$ cat src/hdl/mnea_pkg.sv
// package for the masked normal-equation accumulator
// holds widths, mode codes, control structs and saturating add
// no dependencies
`timescale 1ns / 1ps
`default_nettype none

package mnea_pkg;

    localparam int STATE_DIM  = 4;
    localparam int ACC_STRIDE = 4;
    localparam int ACC_DEPTH  = ACC_STRIDE * ACC_STRIDE;
    localparam int DATA_W     = 32;
    localparam int ACC_W      = 64;
    localparam int IDX_W      = 2;
    localparam int ENT_W      = 2 * IDX_W;
    localparam int DIMS_W     = 3;
    localparam int CFG_IDX_W  = 2;
    localparam int CFG_DATA_W = 3;

    // register indexes of the configuration port
    localparam logic [CFG_IDX_W-1:0] REG_MODE = 2'd0;
    localparam logic [CFG_IDX_W-1:0] REG_DIMS = 2'd1;

    typedef enum logic [1:0] {
        MODE_JAC      = 2'd0,
        MODE_HESS     = 2'd1,
        MODE_JAC_SUM  = 2'd2,
        MODE_HESS_SUM = 2'd3
    } t_mode;

    typedef logic signed [DATA_W-1:0] t_data;
    typedef logic signed [ACC_W-1:0]  t_acc;

    localparam t_acc ACC_MAX = {1'b0, {(ACC_W-1){1'b1}}};
    localparam t_acc ACC_MIN = {1'b1, {(ACC_W-1){1'b0}}};

    // control that travels with a row down the pipeline
    typedef struct packed {
        logic              valid;
        logic              keep;
        logic              fin;
        t_mode             mode;
        logic [DIMS_W-1:0] dims;
    } t_ctl;

    // state of the result snapshot handed to the output sequencer
    typedef struct packed {
        logic              busy;
        logic              is_matrix;
        logic [DIMS_W-1:0] dims;
    } t_snap;

    function automatic logic is_matrix(input t_mode m);
        is_matrix = (m == MODE_HESS) || (m == MODE_HESS_SUM);
    endfunction

    function automatic logic is_sum(input t_mode m);
        is_sum = (m == MODE_JAC_SUM) || (m == MODE_HESS_SUM);
    endfunction

    function automatic logic [DIMS_W-1:0] clamp_dims(input logic [DIMS_W-1:0] v);
        if (v == '0) begin
            clamp_dims = DIMS_W'(1);
        end else if (v > DIMS_W'(STATE_DIM)) begin
            clamp_dims = DIMS_W'(STATE_DIM);
        end else begin
            clamp_dims = v;
        end
    endfunction

    function automatic t_acc sat_add(input t_acc a, input t_acc b);
        logic [ACC_W:0] s;
        s = {a[ACC_W-1], a} + {b[ACC_W-1], b};
        if (s[ACC_W] != s[ACC_W-1]) begin
            sat_add = s[ACC_W] ? ACC_MIN : ACC_MAX;
        end else begin
            sat_add = s[ACC_W-1:0];
        end
    endfunction

endpackage

`default_nettype wire

$ cat src/hdl/mnea_out.sv
// output sequencer: walks the snapshot entry by entry, row-major
// registered output stage with valid/stall transfer
// depends on mnea_pkg
`timescale 1ns / 1ps
`default_nettype none

module mnea_out import mnea_pkg::*; (
    input  wire logic  i_clk,
    input  wire logic  i_rst_n,
    input  wire logic  i_stall,
    input  wire t_snap i_snap,
    input  wire t_acc  i_snap_val [ACC_DEPTH],
    output logic       o_snap_done,
    output logic       o_valid,
    output logic [IDX_W-1:0] o_row_index,
    output logic [IDX_W-1:0] o_col_index,
    output t_acc       o_value,
    output logic       o_last_entry
);

    logic [IDX_W-1:0]  r_i;
    logic [IDX_W-1:0]  r_j;
    logic              r_o_valid;
    logic [IDX_W-1:0]  r_o_row;
    logic [IDX_W-1:0]  r_o_col;
    t_acc              r_o_value;
    logic              r_o_last;

    logic [DIMS_W-1:0] w_dm1;
    logic [IDX_W-1:0]  w_nm1;
    logic [IDX_W-1:0]  w_row;
    logic [ENT_W-1:0]  w_idx;
    logic              w_last_col;
    logic              w_last;
    logic              w_load;

    assign w_dm1      = i_snap.dims - DIMS_W'(1);
    assign w_nm1      = w_dm1[IDX_W-1:0];
    assign w_row      = i_snap.is_matrix ? r_i : '0;
    assign w_idx      = {w_row, r_j};
    assign w_last_col = (r_j == w_nm1);
    assign w_last     = w_last_col && (!i_snap.is_matrix || r_i == w_nm1);
    assign w_load     = i_snap.busy && (!r_o_valid || !i_stall);

    assign o_snap_done = w_load && w_last;

    always_ff @(posedge i_clk) begin
        if (!i_rst_n) begin
            r_i       <= '0;
            r_j       <= '0;
            r_o_valid <= 1'b0;
        end else begin
            if (w_load) begin
                if (w_last_col) begin
                    r_j <= '0;
                    r_i <= w_last ? '0 : r_i + IDX_W'(1);
                end else begin
                    r_j <= r_j + IDX_W'(1);
                end
            end
            if (w_load) begin
                r_o_valid <= 1'b1;
            end else if (!i_stall) begin
                r_o_valid <= 1'b0;
            end
        end
    end

    always_ff @(posedge i_clk) begin
        if (w_load) begin
            r_o_row   <= w_row;
            r_o_col   <= r_j;
            r_o_value <= i_snap_val[w_idx];
            r_o_last  <= w_last;
        end
    end

    assign o_valid      = r_o_valid;
    assign o_row_index  = r_o_row;
    assign o_col_index  = r_o_col;
    assign o_value      = r_o_value;
    assign o_last_entry = r_o_last;

    a_wrap: assert property (@(posedge i_clk) disable iff (!i_rst_n)
        (w_load && w_last) |=> (r_i == '0 && r_j == '0))
        else $error("entry counters did not wrap after last entry");

    a_drain: assert property (@(posedge i_clk) disable iff (!i_rst_n)
        (r_o_valid && !i_stall && !w_load) |=> !r_o_valid)
        else $error("output held valid after transfer with nothing to load");

endmodule

`default_nettype wire

$ cat config.mk
export PLATFORM = sky130hd
export DESIGN_NAME = mnea_out
export DESIGN_NICKNAME = d
export VERILOG_FILES = /design/src/hdl/mnea_pkg.sv /design/src/hdl/mnea_out.sv
export SDC_FILE = /design/constraint.sdc
export NUM_CORES = 1
export LEC_CHECK = 0
export ABC_AREA = 1
export BUFFER_PORTS_ARGS = -buffer_cell sky130_fd_sc_hd__buf_2
export CORE_AREA = 3 3 431 433
export DETAILED_ROUTE_END_ITERATION = 10
export DIE_AREA = 0 0 434 436
export PLACE_DENSITY = 0.3
export REMOVE_ABC_BUFFERS = 1
export SYNTH_ARGS = -nofsm -noshare
export SYNTH_HDL_FRONTEND = slang
export SYNTH_SLANG_ARGS = --single-unit
$ cat constraint.sdc
create_clock -name i_clk -period 3.9 [get_ports i_clk]
set_input_delay 0.78 -clock i_clk [delete_from_list [all_inputs] [get_ports i_clk]]
set_output_delay 0.78 -clock i_clk [all_outputs]
set_load 0.01 [all_outputs]
# After elaboration in Yosys (flattened, before gate mapping)
# Index checks and enable logic that the tools add are counted.
dict set report totals {
  regBits 74
  latch_bits 0
  ramBits 0
  rom_bits 0
  input_bits 1032
  output_inout_bits 71
  elab_cells 32
  memories 0
}
dict set report op_classes {
  add_sub_neg 3
  n_mul 0
  n_div 0
  order_cmp 1
  n_eq_ne 3
  n_shift 0
  muxes 8
  bitwise_logic 1
  reduce_logical 9
}
# cell n
set op_table {}
lappend op_table {{binary-select mux 64 bit (select 4 bit)} 1}
lappend op_table {{two-way mux 64 bit} 2}
lappend op_table {{two-way mux 2 bit} 3}
lappend op_table {{greater-or-equal comparator 5 bit, second input constant} 1}
lappend op_table {{NOT 4 -> 5 bit} 1}
lappend op_table {{adder 2 x 1 -> 2 bit, second input constant} 2}
lappend op_table {{== test 2 bit} 2}
lappend op_table {{logical AND 1 bit} 3}
lappend op_table {{logical NOT 1 bit} 3}
lappend op_table {{logical OR 1 bit} 2}
lappend op_table {{two-way mux 1 bit} 2}
lappend op_table {{inequality test 2 x 1 -> 1 bit, second input constant} 1}
lappend op_table {{AND reduction 2 bit} 1}
lappend op_table {{subtractor 2 x 1 -> 2 bit, second input constant} 1}

# Logic depth before layout (Yosys ltp)
dict set report depth {
  depth_word 5
  depth_mapped 11
  depth_no_buf 9
}

# Worst setup path before layout
# OpenSTA, ideal clock, no wires.
dict set report synth_timing {
  path_kind {input to output}
  start {input i_stall}
  end {output o_snap_done}
  arrival_time_ns 2.754
  required_time_ns 3.120
  slack_ns 0.366
  stages 5
  n_path_buf 0
  path_cell_list {nand2_1 > nand2_1 > inv_1 > nand3_1 > inv_1}
}
dict set report synth_between {
  elab_chain_cells 4
}
# element line
set synth_rtl {}
lappend synth_rtl {{from (decl)} mnea_out.sv:10} ;# input wire logic i_stall,
lappend synth_rtl {{logical NOT 1 bit} -}
lappend synth_rtl {{logical OR 1 bit} mnea_out.sv:43} ;# assign w_load = i_snap.busy && (!r_o_valid || !i_stall);
lappend synth_rtl {{logical AND 1 bit} mnea_out.sv:43}
lappend synth_rtl {{net w_load} mnea_out.sv:35} ;# logic w_load;
lappend synth_rtl {{logical AND 1 bit} mnea_out.sv:45} ;# assign o_snap_done = w_load && w_last;
lappend synth_rtl {{to (decl)} mnea_out.sv:13} ;# output logic o_snap_done,
# The timed path passes the listed nets, and every way through them passes these cells.

# Worst setup path in the final report
dict set report layout_timing {
  start {register r_j[0]}
  end {output o_snap_done}
}
dict set report layout_between {
  elab_chain_cells 3
}
# element line
set layout_rtl {}
lappend layout_rtl {{from (decl)} mnea_out.sv:22} ;# logic [IDX_W-1:0] r_j;
lappend layout_rtl {{from (signal assigned)} mnea_out.sv:58} ;# r_j <= r_j + IDX_W'(1);
lappend layout_rtl {{== test 2 bit} mnea_out.sv:41} ;# assign w_last_col = (r_j == w_nm1);
lappend layout_rtl {{logical AND 1 bit} mnea_out.sv:42} ;# assign w_last = w_last_col && (!i_snap.is_matrix || r_i == w_nm1);
lappend layout_rtl {{logical AND 1 bit} mnea_out.sv:45}
# Every way passes these cells.

==> out/metrics.cfg <==
[clocking]
cts-root-buf = clkbuf_16
clkTransAtPathRegs_ps = 100
clk_latency_ps = 450
postCtsSetupRepairBufs = 0
htree_levels = 3
numCtsBuffers = 9
clockBufferDepth = 2
cts_sinks = 74
cts_tree = built
post_cts_resized = 0
hold_buffers = 0

[timing]
period_needed_ps = 2810
finalClockSkew_ps = 37.2
report.final.slew_viol_count = 0
rsz0062_at_grt = no
max_freq_mhz = 356
period_share = 0.719
hold_viol_final = 0
setup_violations = 0
worst_pin_slew_ps = 1040
max_slew_margin = 0.301

[die]
die-area_um2 = 189000
die_w_um = 434
rows = 157
ioPinCount = 1103
die_h_um = 436
design.core.area_um2 = 182000
start_util = 0.0643

[job]
maxCapViolCount = 0

[place]
portBuffers = 1101
dp_hpwl_mm = 115
place_congestion = 0.912
dpl-instance-area_um2 = 20000

[worst_setup_path]
max_stage_delay_ps = 700
crit_top_cell = inv_1
critPathCaptureType = output port
slowest_stage = dfxtp_4
crit_path_cell_trace = xor2_1, inv_1, nor2_1, nand3_1, inv_1, buf_2
path_buf_inv = 3
cp_top_family = flip-flops
crit_path_max_fanout = 22
start_kind = flip-flop
required_ps = 3120
arrival_ps = 2030
path_class = flip-flop to output port

[grt]
grt_pass1_wl_mm = 175
antenna_found_initial = 97
met1_usage = 0.171
grtUsageMet2 = 0.235
grt_max_degree = 137
grtUsageTotal = 0.138
top_usage_layer = met2
grt_pass1_vias = 19100
use_met3 = 0.0366
grt_overflow_total = 0

[yosys]
synth_edf_count = 69
synthArstFlopShare = 0
syn_avg_cell_area_um2 = 5.67
synth_seq_area_share = 0.185
ys.flop_type = edfxtp_1
synthesis.area_um2 = 11700
ys_types = 20
synth.largest_area_cell = nor2_1
yosys_warnings = 0
syn_inst = 2068
ys_ff_latch = 74
yosysTopAreaCellShare = 0.247
ys_top_cells_by_area = nor2_1 25%, edfxtp_1 18%, o211ai_1 16%, o21ai_0 14%, o21ai_1 7.4%

[power]
vdd_ir_drop_max_uv = 206
power_density_nw_per_um2 = 243
internal-power_w = 0.00254
seqPwrFrac = 0.215
clkPwrFrac = 0.238
switchingPower_w = 0.00240
comb_power_share = 0.547
leakagePower_nw = 8.36
power_w = 0.00495
swShare = 0.486

[detailed_routing]
firstDrtPassIters = 5
vias = 19500
post-route-drc-count = 0
wl_per_cell_um = 25.2
drt_iter0_drc = 1401
wl_mm = 138
viasPerCell = 3.58
ant_nets = 0

[cells_and_area]
drive_above_1_share = 0.392
syn_to_final_growth_pct = 73.7
fin_util = 0.112
finalInstanceArea_um2 = 20400
fin_nets = 4070

[run_status]
status = complete, no violations

[worst_hold_path]
hold_class = flip-flop to flip-flop

[final cells by class]
type                            count  area, µm²
Fill cell                       21800     162000
Multi-Input combinational cell   1769       8450
Timing Repair Buffer             1171       6270
Tap cell                         2385       2980
Sequential cell                    74       2180
Clock buffer                        9        225
Clock inverter                      7       93.8
Inverter                           13       87.6
Antenna cell                       28       70.1
[cell families (layout without fill, tap and decap cells)]
family,count (synthesis),after routing,share of synthesized area
compound gates,772,772,0.384
buf+inv,225,1200,0.0954
other cells,0,28,0
simple gates,995,995,0.334
flops,74,74,0.185
xor+xnor,2,2,0.00149
[cells in the final DEF (no fill, tap or decap), types with 3 or more instances in the layout]
cell,count
o211ai_1,256
o21ai_1,174
nor2_1,772
inv_1,9
clkbuf_16,9
edfxtp_1,69
a21oi_1,3
nand3_1,136
buf_12,19
diode_2,28
o21ai_0,339
dfxtp_1,3
buf_4,51
nand4_1,3
buf_2,1101
nand2_1,81
[path summary, 6_finish.rpt]
path | from | endpoint | slack [ps] | depth (start not counted)
min reg2reg | o_valid$_SDFFE_PN0P_ | o_valid$_SDFFE_PN0P_ | 500 | 2
max reg2reg | r_j[0]$_SDFFE_PN0P_ | o_value[29]$_DFFE_PP_ | 1100 | 8
min | o_valid$_SDFFE_PN0P_ | o_valid$_SDFFE_PN0P_ | 500 | 2
max | r_j[0]$_SDFFE_PN0P_ | o_snap_done | 1090 | 6
[cell usage after synthesis, drive strengths merged, types with 2 or more instances]
cell type,number
o21ai,513
dfxtp,5
buf,106
edfxtp,69
inv,13
nor2,772
xor2,2
nand4,3
clkbuf,106
nand2,83
a21oi,3
nand3,136
o211ai,256
[power groups by stage]
| stage | combinational [W] | sequential (W) | clock [W] |
|---|---|---|---|
| after floorplan | 0.00115 | 0.00125 | 0 |
| after global placement | 0.00276 | 0.00110 | 0 |
| after detailed placement | 0.00274 | 0.00110 | 0 |
| after CTS | 0.00275 | 0.00108 | 0.00131 |
| after global routing | 0.00299 | 0.00108 | 0.00130 |
| final | 0.00270 | 0.00107 | 0.00118 |
[through the flow]
step / hold slack (ps) / cells / worst slack [ps] / TNS, ps
finish: 501 / 5456 / 1090 / 0
global route: 539 / 5443 / 851 / 0
CTS: 507 / 5428 / 911 / 0
detailed placement: 487 / 5412 / 924 / 0
global placement: 474 / 5412 / 938 / 0
floorplan: 498 / 1856 / -9950 / -686460
[routing by layer]
metal  wire (µm)  share of wire
met5         153         0.0011
met4        2730          0.020
met3       10400          0.076
met2       67000           0.49
met1       57300           0.42
[worst min-delay path: cells and delay by family (launching register included)]
kind | cells | cell delay [ps]
AOI/OAI and AO/OA | 1 | 60
DFF | 1 | 320
and+or+nand+nor | 1 | 70
[sequential cells by signal (all words and copies together), names as in the netlist]
| register | flops |
|---|---|
| o_value | 64 |
| o_valid | 1 |
| o_last_entry | 1 |
| o_col_index | 2 |
| o_row_index | 2 |
| r_j | 2 |
| r_i | 2 |
(Power assumes the default switching activity.)
